===== config.mk =====
export PLATFORM = sky130hd
export DESIGN_NAME = button_click_gesture_classifier
export DESIGN_NICKNAME = d
export VERILOG_FILES = /design/src/sv/bccg_pkg.sv /design/src/sv/button_click_gesture_classifier.sv /design/src/sv/bccg_step.sv /design/src/sv/bccg_out.sv
export SDC_FILE = /design/constraint.sdc
export NUM_CORES = 1
export LEC_CHECK = 0
export BUFFER_PORTS_ARGS = -buffer_cell sky130_fd_sc_hd__buf_2
export CAP_MARGIN = 15
export CORE_AREA = 2 2 98 90
export CTS_BUF_LIST = sky130_fd_sc_hd__clkbuf_2 sky130_fd_sc_hd__clkbuf_4 sky130_fd_sc_hd__clkbuf_8
export CTS_CLUSTER_SIZE = 20
export DETAILED_ROUTE_END_ITERATION = 8
export DIE_AREA = 0 0 100 92
export PLACE_DENSITY = 0.83
export SLEW_MARGIN = 40
export SYNTH_ARGS = -nofsm -noshare
export SYNTH_HDL_FRONTEND = slang
export SYNTH_HIERARCHICAL = 1
export SYNTH_SLANG_ARGS = --single-unit

===== constraint.sdc =====
create_clock -name clk -period 5.6 [get_ports clk]
set_input_delay 1.12 -clock clk [delete_from_list [all_inputs] [get_ports clk]]
set_output_delay 1.12 -clock clk [all_outputs]
set_load 0.02 [all_outputs]

===== src/sv/bccg_pkg.sv =====
// Shared types and constants for the button click gesture classifier.
package bccg_pkg;

  localparam int CfgIdxBits = 3;
  localparam int CfgDataBits = 10;
  localparam int PrescBits = 6;
  localparam int TimeBits = 10;
  localparam int CountBits = 3;
  localparam int GestureBits = 3;

  localparam logic [CfgIdxBits-1:0] CFG_SAMPLES_PER_UNIT = 3'd0;
  localparam logic [CfgIdxBits-1:0] CFG_SHORT_LIMIT = 3'd1;
  localparam logic [CfgIdxBits-1:0] CFG_CLICK_WINDOW_TIME = 3'd2;
  localparam logic [CfgIdxBits-1:0] CFG_LONG_LIMIT = 3'd3;
  localparam logic [CfgIdxBits-1:0] CFG_MAX_HOLD = 3'd4;

  typedef enum logic [2:0] {
    MODE_IDLE     = 3'd0,
    MODE_ARM      = 3'd1,
    MODE_HELD     = 3'd2,
    MODE_WINDOW   = 3'd3,
    MODE_WIN_ARM  = 3'd4,
    MODE_WIN_HELD = 3'd5
  } mode_t;

  typedef enum logic [GestureBits-1:0] {
    G_UNKNOWN = 3'd0,
    G_SINGLE  = 3'd1,
    G_DOUBLE  = 3'd2,
    G_TRIPLE  = 3'd3,
    G_LONG    = 3'd4
  } gesture_t;

  typedef struct packed {
    logic                 emit;
    gesture_t             gesture;
    logic [CountBits-1:0] click_count;
  } result_t;

  typedef struct packed {
    logic [PrescBits-1:0] samples_per_unit;
    logic [TimeBits-1:0]  short_limit;
    logic [TimeBits-1:0]  click_window_time;
    logic [TimeBits-1:0]  long_limit;
    logic [TimeBits-1:0]  max_hold;
  } cfg_t;

endpackage


===== src/sv/button_click_gesture_classifier.sv =====
// Top level of the button click gesture classifier.
//
// The input stream carries one button pin sample per beat in s_tdata bit 0,
// where 0 means pressed. A press counts once the pin reads low on two
// consecutive beats. The output stream carries one beat per finished
// gesture: gesture code and the number of debounced presses.
// Configuration registers are written through cfg_we, cfg_index and
// cfg_data; the user must do so only while the block is idle, which is not
// enforced. Indexes above four are ignored. Every input beat is classified
// in the cycle it is accepted, and its result, if any, is on the output in
// the next cycle. One beat is accepted every cycle unless a result stalls:
// the result register is the only stage, and s_tready stays high while it
// is empty or being drained in the same cycle. When the receiver stalls
// with a result waiting, s_tready drops until that beat is taken. Reset
// empties the result register, returns the classifier to idle with its
// timer and press count cleared, and restores the register defaults.
module button_click_gesture_classifier #(
  parameter int DURATION_BITS = 10
) (
  input  logic       clk,
  input  logic       rst,
  input  logic       s_tvalid,
  output logic       s_tready,
  input  logic [7:0] s_tdata,   // [0] button_level, [7:1] zero
  output logic       m_tvalid,
  input  logic       m_tready,
  output logic [7:0] m_tdata,   // [2:0] gesture, [5:3] click_count, [7:6] zero
  input  logic       cfg_we,
  input  logic [bccg_pkg::CfgIdxBits-1:0]  cfg_index,
  input  logic [bccg_pkg::CfgDataBits-1:0] cfg_data
);

  bccg_pkg::cfg_t                 cfg;
  bccg_pkg::mode_t                mode;
  bccg_pkg::mode_t                mode_next;
  logic [bccg_pkg::PrescBits-1:0] presc;
  logic [bccg_pkg::PrescBits-1:0] presc_next;
  logic [DURATION_BITS-1:0]       dur;
  logic [DURATION_BITS-1:0]       dur_next;
  logic [bccg_pkg::CountBits-1:0] cnt;
  logic [bccg_pkg::CountBits-1:0] cnt_next;
  bccg_pkg::result_t              res;
  logic                           s_fire;

  assign s_tready = !m_tvalid || m_tready;
  assign s_fire = s_tvalid && s_tready;

  always_ff @(posedge clk) begin
    if (rst) begin
      cfg.samples_per_unit <= bccg_pkg::PrescBits'(10);
      cfg.short_limit <= bccg_pkg::TimeBits'(3);
      cfg.click_window_time <= bccg_pkg::TimeBits'(8);
      cfg.long_limit <= bccg_pkg::TimeBits'(10);
      cfg.max_hold <= bccg_pkg::TimeBits'(50);
    end else if (cfg_we) begin
      unique case (cfg_index)
        bccg_pkg::CFG_SAMPLES_PER_UNIT:
          cfg.samples_per_unit <= cfg_data[bccg_pkg::PrescBits-1:0];
        bccg_pkg::CFG_SHORT_LIMIT:       cfg.short_limit <= cfg_data;
        bccg_pkg::CFG_CLICK_WINDOW_TIME: cfg.click_window_time <= cfg_data;
        bccg_pkg::CFG_LONG_LIMIT:        cfg.long_limit <= cfg_data;
        bccg_pkg::CFG_MAX_HOLD:          cfg.max_hold <= cfg_data;
        default: begin
        end
      endcase
    end
  end

  always_ff @(posedge clk) begin
    if (rst) begin
      mode <= bccg_pkg::MODE_IDLE;
      presc <= '0;
      dur <= '0;
      cnt <= '0;
    end else if (s_fire) begin
      mode <= mode_next;
      presc <= presc_next;
      dur <= dur_next;
      cnt <= cnt_next;
    end
  end

  bccg_step #(
    .DURATION_BITS(DURATION_BITS)
  ) u_step (
    .cfg        (cfg),
    .mode       (mode),
    .presc      (presc),
    .dur        (dur),
    .cnt        (cnt),
    .low        (!s_tdata[0]),
    .mode_next  (mode_next),
    .presc_next (presc_next),
    .dur_next   (dur_next),
    .cnt_next   (cnt_next),
    .res        (res)
  );

  bccg_out u_out (
    .clk      (clk),
    .rst      (rst),
    .load     (s_fire),
    .res      (res),
    .m_tready (m_tready),
    .m_tvalid (m_tvalid),
    .m_tdata  (m_tdata)
  );

endmodule


===== src/sv/bccg_step.sv =====
// Next-state and result logic for one button sample.
module bccg_step #(
  parameter int DURATION_BITS = 10
) (
  input  bccg_pkg::cfg_t                        cfg,
  input  bccg_pkg::mode_t                       mode,
  input  logic [bccg_pkg::PrescBits-1:0]        presc,
  input  logic [DURATION_BITS-1:0]              dur,
  input  logic [bccg_pkg::CountBits-1:0]        cnt,
  input  logic                                  low,
  output bccg_pkg::mode_t                       mode_next,
  output logic [bccg_pkg::PrescBits-1:0]        presc_next,
  output logic [DURATION_BITS-1:0]              dur_next,
  output logic [bccg_pkg::CountBits-1:0]        cnt_next,
  output bccg_pkg::result_t                     res
);

  localparam int CW = (DURATION_BITS > bccg_pkg::TimeBits) ? DURATION_BITS : bccg_pkg::TimeBits;
  localparam logic [DURATION_BITS-1:0] DurMax = {DURATION_BITS{1'b1}};
  localparam logic [bccg_pkg::CountBits-1:0] CntMax = {bccg_pkg::CountBits{1'b1}};

  logic [bccg_pkg::PrescBits-1:0] presc_inc;
  logic [bccg_pkg::PrescBits-1:0] presc_tick;
  logic [DURATION_BITS-1:0]       dur_tick;
  logic [CW-1:0]                  dur_ext;
  logic                           unit_done;
  logic                           closed;
  bccg_pkg::gesture_t             win_gesture;

  always_comb begin
    presc_inc = presc + bccg_pkg::PrescBits'(1);
    unit_done = presc_inc >= cfg.samples_per_unit;
    presc_tick = unit_done ? '0 : presc_inc;
    dur_tick = (unit_done && dur != DurMax) ? dur + DURATION_BITS'(1) : dur;
    dur_ext = CW'(dur_tick);
    closed = dur_ext >= CW'(cfg.click_window_time);
    if (cnt == bccg_pkg::CountBits'(2)) begin
      win_gesture = bccg_pkg::G_DOUBLE;
    end else if (cnt == bccg_pkg::CountBits'(3)) begin
      win_gesture = bccg_pkg::G_TRIPLE;
    end else begin
      win_gesture = bccg_pkg::G_UNKNOWN;
    end

    mode_next = mode;
    presc_next = presc;
    dur_next = dur;
    cnt_next = cnt;
    res.emit = 1'b0;
    res.gesture = bccg_pkg::G_UNKNOWN;
    res.click_count = cnt;

    unique case (mode)
      bccg_pkg::MODE_ARM: begin
        if (low) begin
          mode_next = bccg_pkg::MODE_HELD;
          cnt_next = bccg_pkg::CountBits'(1);
          presc_next = '0;
          dur_next = '0;
        end else begin
          mode_next = bccg_pkg::MODE_IDLE;
        end
      end
      bccg_pkg::MODE_HELD: begin
        presc_next = presc_tick;
        dur_next = dur_tick;
        if (!low) begin
          res.click_count = bccg_pkg::CountBits'(1);
          if (dur_ext < CW'(cfg.short_limit)) begin
            res.click_count = cnt;
            if (closed) begin
              res.emit = 1'b1;
              res.gesture = win_gesture;
            end else begin
              mode_next = bccg_pkg::MODE_WINDOW;
            end
          end else if (dur_ext > CW'(cfg.max_hold)) begin
            res.emit = 1'b1;
            res.gesture = bccg_pkg::G_UNKNOWN;
          end else if (dur_ext > CW'(cfg.long_limit)) begin
            res.emit = 1'b1;
            res.gesture = bccg_pkg::G_LONG;
          end else begin
            res.emit = 1'b1;
            res.gesture = bccg_pkg::G_SINGLE;
          end
        end
      end
      bccg_pkg::MODE_WINDOW: begin
        presc_next = presc_tick;
        dur_next = dur_tick;
        if (closed) begin
          res.emit = 1'b1;
          res.gesture = win_gesture;
        end else if (low) begin
          mode_next = bccg_pkg::MODE_WIN_ARM;
        end
      end
      bccg_pkg::MODE_WIN_ARM: begin
        presc_next = presc_tick;
        dur_next = dur_tick;
        if (low) begin
          if (cnt != CntMax) begin
            cnt_next = cnt + bccg_pkg::CountBits'(1);
          end
          mode_next = bccg_pkg::MODE_WIN_HELD;
        end else if (closed) begin
          res.emit = 1'b1;
          res.gesture = win_gesture;
        end else begin
          mode_next = bccg_pkg::MODE_WINDOW;
        end
      end
      bccg_pkg::MODE_WIN_HELD: begin
        presc_next = presc_tick;
        dur_next = dur_tick;
        if (!low) begin
          if (closed) begin
            res.emit = 1'b1;
            res.gesture = win_gesture;
          end else begin
            mode_next = bccg_pkg::MODE_WINDOW;
          end
        end
      end
      default: begin
        mode_next = low ? bccg_pkg::MODE_ARM : bccg_pkg::MODE_IDLE;
        presc_next = '0;
        dur_next = '0;
        cnt_next = '0;
      end
    endcase

    if (res.emit) begin
      mode_next = bccg_pkg::MODE_IDLE;
      presc_next = '0;
      dur_next = '0;
      cnt_next = '0;
    end
  end

endmodule


===== src/sv/bccg_out.sv =====
// Result register between the classifier logic and the output stream.
module bccg_out (
  input  logic              clk,
  input  logic              rst,
  input  logic              load,
  input  bccg_pkg::result_t res,
  input  logic              m_tready,
  output logic              m_tvalid,
  output logic [7:0]        m_tdata
);

  logic [bccg_pkg::GestureBits-1:0] gesture;
  logic [bccg_pkg::CountBits-1:0]   click_count;

  always_ff @(posedge clk) begin
    if (rst) begin
      m_tvalid <= 1'b0;
    end else if (load) begin
      m_tvalid <= res.emit;
    end else if (m_tready) begin
      m_tvalid <= 1'b0;
    end
  end

  always_ff @(posedge clk) begin
    if (load && res.emit) begin
      gesture <= res.gesture;
      click_count <= res.click_count;
    end
  end

  assign m_tdata = {2'b00, click_count, gesture};

endmodule


# Yosys cells after proc, flatten, opt, wreduce, memory -nomap -nowiden
# Index checks and enable logic that the tools add are counted.
[classes] addsub=3 order_cmp=5 eq_ne=22 mux=37 reduce_logical=18
[op_table] operator="$mux W3" n=16
[op_table] operator="$mux W10" n=3
[op_table] operator="$gt A10 B10 Y1" n=2
[op_table] operator="$pmux W10 S2" n=1
[op_table] operator="$eq A3 B2 Y1 const B" n=6
[op_table] operator="$mux W6" n=3
[op_table] operator="$ne A3 B2 Y1 const B" n=6
[op_table] operator="$mux W4" n=4
[op_table] operator="$pmux W3 S5" n=1
[op_table] operator="$pmux W4 S3" n=1
[op_table] operator="$pmux W6 S2" n=1
[op_table] operator="$reduce_and A2 Y1" n=6
[op_table] operator="$add A10 B1 Y10 const B" n=1
[op_table] operator="$ge A10 B10 Y1" n=1
[op_table] operator="$lt A10 B10 Y1" n=1
[op_table] operator="$ne A10 B10 Y1 const B" n=1
[op_table] operator="$eq A3 B3 Y1 const B" n=3
[op_table] operator="$pmux W3 S3" n=1
[op_table] operator="$mux W7" n=1
[op_table] operator="$add A6 B1 Y6 const B" n=1
[op_table] operator="$eq A3 B1 Y1 const B" n=2
[op_table] operator="$ge A6 B6 Y1" n=1
[op_table] operator="$ne A3 B1 Y1 const B" n=2
[op_table] operator="$reduce_and A6 Y1" n=1
[op_table] operator="other kinds (14)" n=19
[word_totals] reg_bits=75 inputBits=26 output_inout_bits=10 elab_cells=97

# Longest topological paths before layout
[logic_depth] word_depth=12 ltp_mapped=22 ltp_nobuf=21

# By module
# The synthesis kept the hierarchy.
[modules_own_cells] module="button_click_gesture_classifier" instances=1 cells_per_inst=280 area_each_um2=2600.0 seq_area_each_um2=1361.3
[modules_own_cells] module="bccg_step" instances=1 cells_per_inst=332 area_each_um2=2208.4 seq_area_each_um2=0.0
[modules_own_cells] module="bccg_out" instances=1 cells_per_inst=14 area_each_um2=240.2 seq_area_each_um2=200.2

# Worst setup path before layout
# No wires, ideal clock.
[synth_timing] path_type="register to register" start="register presc[0] (netlist bit)" end="register u_out/click_count[0] (netlist bit) (enable)" setup_time_ns=0.262 arrival_ns=4.074 required_ns=5.338 slack_ns=1.264 path_stages_with_launch=22 n_path_buf=2 synth_period_minus_slack_ns=4.336 cell_sequence="dfxtp_1 -> ha_1 -> nand3_1 -> xnor2_1 -> ha_1 -> nand2_1 -> o21ai_0 -> a21o_1 -> and2_1 -> clkbuf_1 -> mux2_2 -> ha_1 -> o211ai_1 -> a21oi_1 -> o41ai_1 -> a21oi_1 -> and3_1 -> a21oi_4 -> clkinv_4 -> buf_6 -> nand2_1 -> inv_1"
[synth_lines] element="from (decl)" line_no="button_click_gesture_classifier.sv:36" text="logic [bccg_pkg::PrescBits-1:0] presc;"
[synth_lines] element="from (signal assigned)" line_no="button_click_gesture_classifier.sv:77" text="presc <= presc_next;"
[synth_lines] element="to (signal assigned)" line_no="bccg_out.sv:28" text="click_count <= res.click_count;"
[synth_lines] element="to (decl)" line_no="bccg_out.sv:13" text="logic [bccg_pkg::CountBits-1:0] click_count;"

==> reports/metrics.yaml <==
cts:
  cts_made_buffers: 9
  clock_latency_ns: 0.35
  post_cts_buffers: 0
  cts.sinks: 75
  cts_tree: "yes"
  clockRootBuffer: "clkbuf_8"
  htreeDepth: 3
  clk_pin_slew_ns: 0.08
  clk_path_buf_depth: 2
global_route:
  antenna_found_initial: 0
  gr-total-overflow: 0
  grtUsageTotal_pct: 27.3
  grt_pass1_vias: 4339
  grt_pass1_wl_microns: 20400
  grt_max_degree: 50
timing:
  fin_ws_ns: 0.362
  relSlewSlack_pct: 49.7
  setup_violations: 0
  finClkSkew_ns: 0.00813
  whs_ns: 0.457
  fmax_mhz: 191
  rsz0062_at_grt: "no"
  fin_setup_tns_ns: 0
  worst_pin_slew_ns: 0.754
  fin_crit_ns: 5.24
  slew_viol_final: 0
  fin_crit_sh_pct: 93.5
  hold_viol: 0
setup_path:
  cp_max_fo: 21
  cp_slowest_stage_delay_ns: 0.56
  critPathBufInv: 2
  path_class: "register to register"
  cp.arrival_ns: 5.34
  path_cells: "ha_1 > nand3_1 > xnor2_1 > ha_1 > nand2_1 > o21ai_0 > a21o_1 > and4_1 > nand2_1 > xnor2_1 > ha_1 > a2111oi_0 > a21oi_2 > and3_1 > a21oi_4 > clkinv_4 > nand2_1 > inv_1"
  end_kind: "register"
  critPathSlowestCell: "a2111oi_0"
  worstPathRequired_ns: 5.70
  start_kind: "register"
  path_delay_family: "compound AO/OA/AOI/OAI gates"
placement:
  dpl_worst_slack_ns: 0.419
  numPlacedInstances: 727
  place_area_sq_mm: 0.00517
  dp_hpwl_microns: 8380
  portBuffers: 26
  gp_congestion: 0.923
die:
  die_y_microns: 92
  ioPinCount: 36
  num_rows: 32
  die_w_microns: 100
  start_util_pct: 60.6
  design.die.area_sq_mm: 0.00920
  core_sq_mm: 0.00833
synth:
  synth-simple-area-share_pct: 25.8
  postSynthCellCount: 626
  synthFlopType: "dfxtp_1"
  synth_edf_count: 6
  synth_top_family_by_area: "simple AND/OR/NAND/NOR gates"
  yosys.cell_types.count: 65
  synth_compound_area_share_pct: 16.7
  netlist_area_sq_mm: 0.00505
  ys_top_cells_by_area: "dfxtp_1 (27%), ha_1 (12%), a21oi_1 (5.9%)"
  yosys_warnings: 6
  synth-adder-area-share_pct: 12.4
  synth_xor_area_share_pct: 2.26
  netlist_top_cells_count: "dfxtp_1 (69), a21oi_1 (60), nand2_1 (60)"
  synth_most_common_cell: "dfxtp_1"
  synth_top_area_share_pct: 27.4
  synth_seq_cells: 75
  synthMuxAreaShare_pct: 4.39
  async_flop_share_pct: 0
  synth_top_cell_by_area: "dfxtp_1"
  seq_area_frac_synth_pct: 30.9
  syn_avg_cell_area_sq_um: 8.06
layout:
  post-route-util_pct: 65.5
  fin_area_sq_mm: 0.00546
  antenna_cells: 0
  syn_to_final_growth_pct: 8.10
  finalNonFillerCells: 743
  nNetsFinal: 712
  drive_gt1_share_pct: 9.52
  fill_cells: 691
power_and_ir_drop:
  p_total_mw: 1.21
  irDropWorstVdd_v: 0.000157
  p_per_area_mw_per_mm2: 222
  leakage_nw: 2.22
route:
  post-route-drc-count: 0
  antenna_left: 0
  routedWlPerCell_microns: 16.4
  drt_iter0_markers: 318
  dr.pass1.iters: 5
  routed_via_density: 6.16
  routed_wl_microns: 12200
  num_vias: 4575
min_path:
  min_path_type: "register to register"
flow_run:
  drv_cap: 0
run_status:
  status: "completed"
[flip-flops by register name (all words and copies together), names as in the netlist]
signal / flops
cfg: 46
cnt: 3
dur: 10
mode: 3
presc: 6
u_out/click_count: 3
u_out/gesture: 3
u_out/m_tvalid: 1
[tightest hold or removal path: cells and delay by family, from the launching register on]
| kind | cells | cell delay, ns |
|---|---|---|
| compound gates | 1 | 0.05 |
| flops | 1 | 0.31 |
| simple gates | 1 | 0.05 |
[kinds of logic (layout without fill, tap and decap cells)]
| family | Yosys count | after routing |
|---|---|---|
| AND/OR/NAND/NOR | 238 | 238 |
| flip-flops | 75 | 75 |
| other | 1 | 2 |
| multiplexers | 22 | 22 |
| XOR/XNOR | 13 | 13 |
| adder cells (fa/ha/maj) | 50 | 50 |
| AO/OA/AOI/OAI | 141 | 141 |
| buffers and inverters | 86 | 100 |
[final timing paths]
check,start,to,slack [ns],depth (start not counted)
worst max-delay path,presc[0]$_SDFFE_PP0P_,u_out/gesture[2]$_DFFE_PP_,0.36,18
worst max register to register,presc[0]$_SDFFE_PP0P_,u_out/gesture[2]$_DFFE_PP_,0.36,18
worst min register to register,cfg[12]$_SDFFE_PP0P_,cfg[12]$_SDFFE_PP0P_,0.46,2
worst min-delay path,cfg[12]$_SDFFE_PP0P_,cfg[12]$_SDFFE_PP0P_,0.46,2
[cells in the final DEF (no fill, tap or decap), types with 5 or more instances in the layout]
cell type and instances:
a21o_1 5, a21oi_1 59, a22oi_1 5, a31oi_1 5, and4_1 6, buf_2 26, buf_4 5, clkbuf_8 11
dfxtp_1 69, edfxtp_1 6, ha_1 50, inv_1 52, mux2i_1 21, nand2_1 60, nand2b_1 26, nand3_1 13
nand4b_1 23, nor2_1 52, nor3_1 22, o21ai_0 41, xnor2_1 7, xor2_1 6
[timing repair]
item                                    in CTS  in global routing
hold buffers                                 0                  0
endpoints found under the setup margin       0                  7
gates resized for setup                      0                  1
[per-layer routing]
| metal | wire length (microns) | GRT usage (%) | vias up | part of all wire (%) |
|---|---|---|---|---|
| met4 | 234 | 8.33 | 0 | 1.9 |
| met5 | 0 | 0 | - | 0 |
| met2 | 5740 | 46.4 | 173 | 47 |
| met1 | 5500 | 35.8 | 2161 | 45 |
| li1 | - | - | 2218 | - |
| met3 | 694 | 3.96 | 23 | 5.7 |
[cell type report]
type | instances | area [sq um] | area share [%]
Clock buffer | 12 | 159 | 2.91
Inverter | 53 | 204 | 3.74
Timing Repair Buffer | 31 | 168 | 3.07
Sequential cell | 75 | 1560 | 28.6
Tap cell | 102 | 128 | 2.34
Clock inverter | 4 | 120 | 2.20
Multi-Input combinational cell | 466 | 3120 | 57.1
[power by group]
part | switching [mW] | internal (mW)
Sequential | 0.00598 | 0.547
Clock | 0.206 | 0.371
Combinational | 0.0539 | 0.0302
No activity file was read; power rests on OpenSTA's default activity.
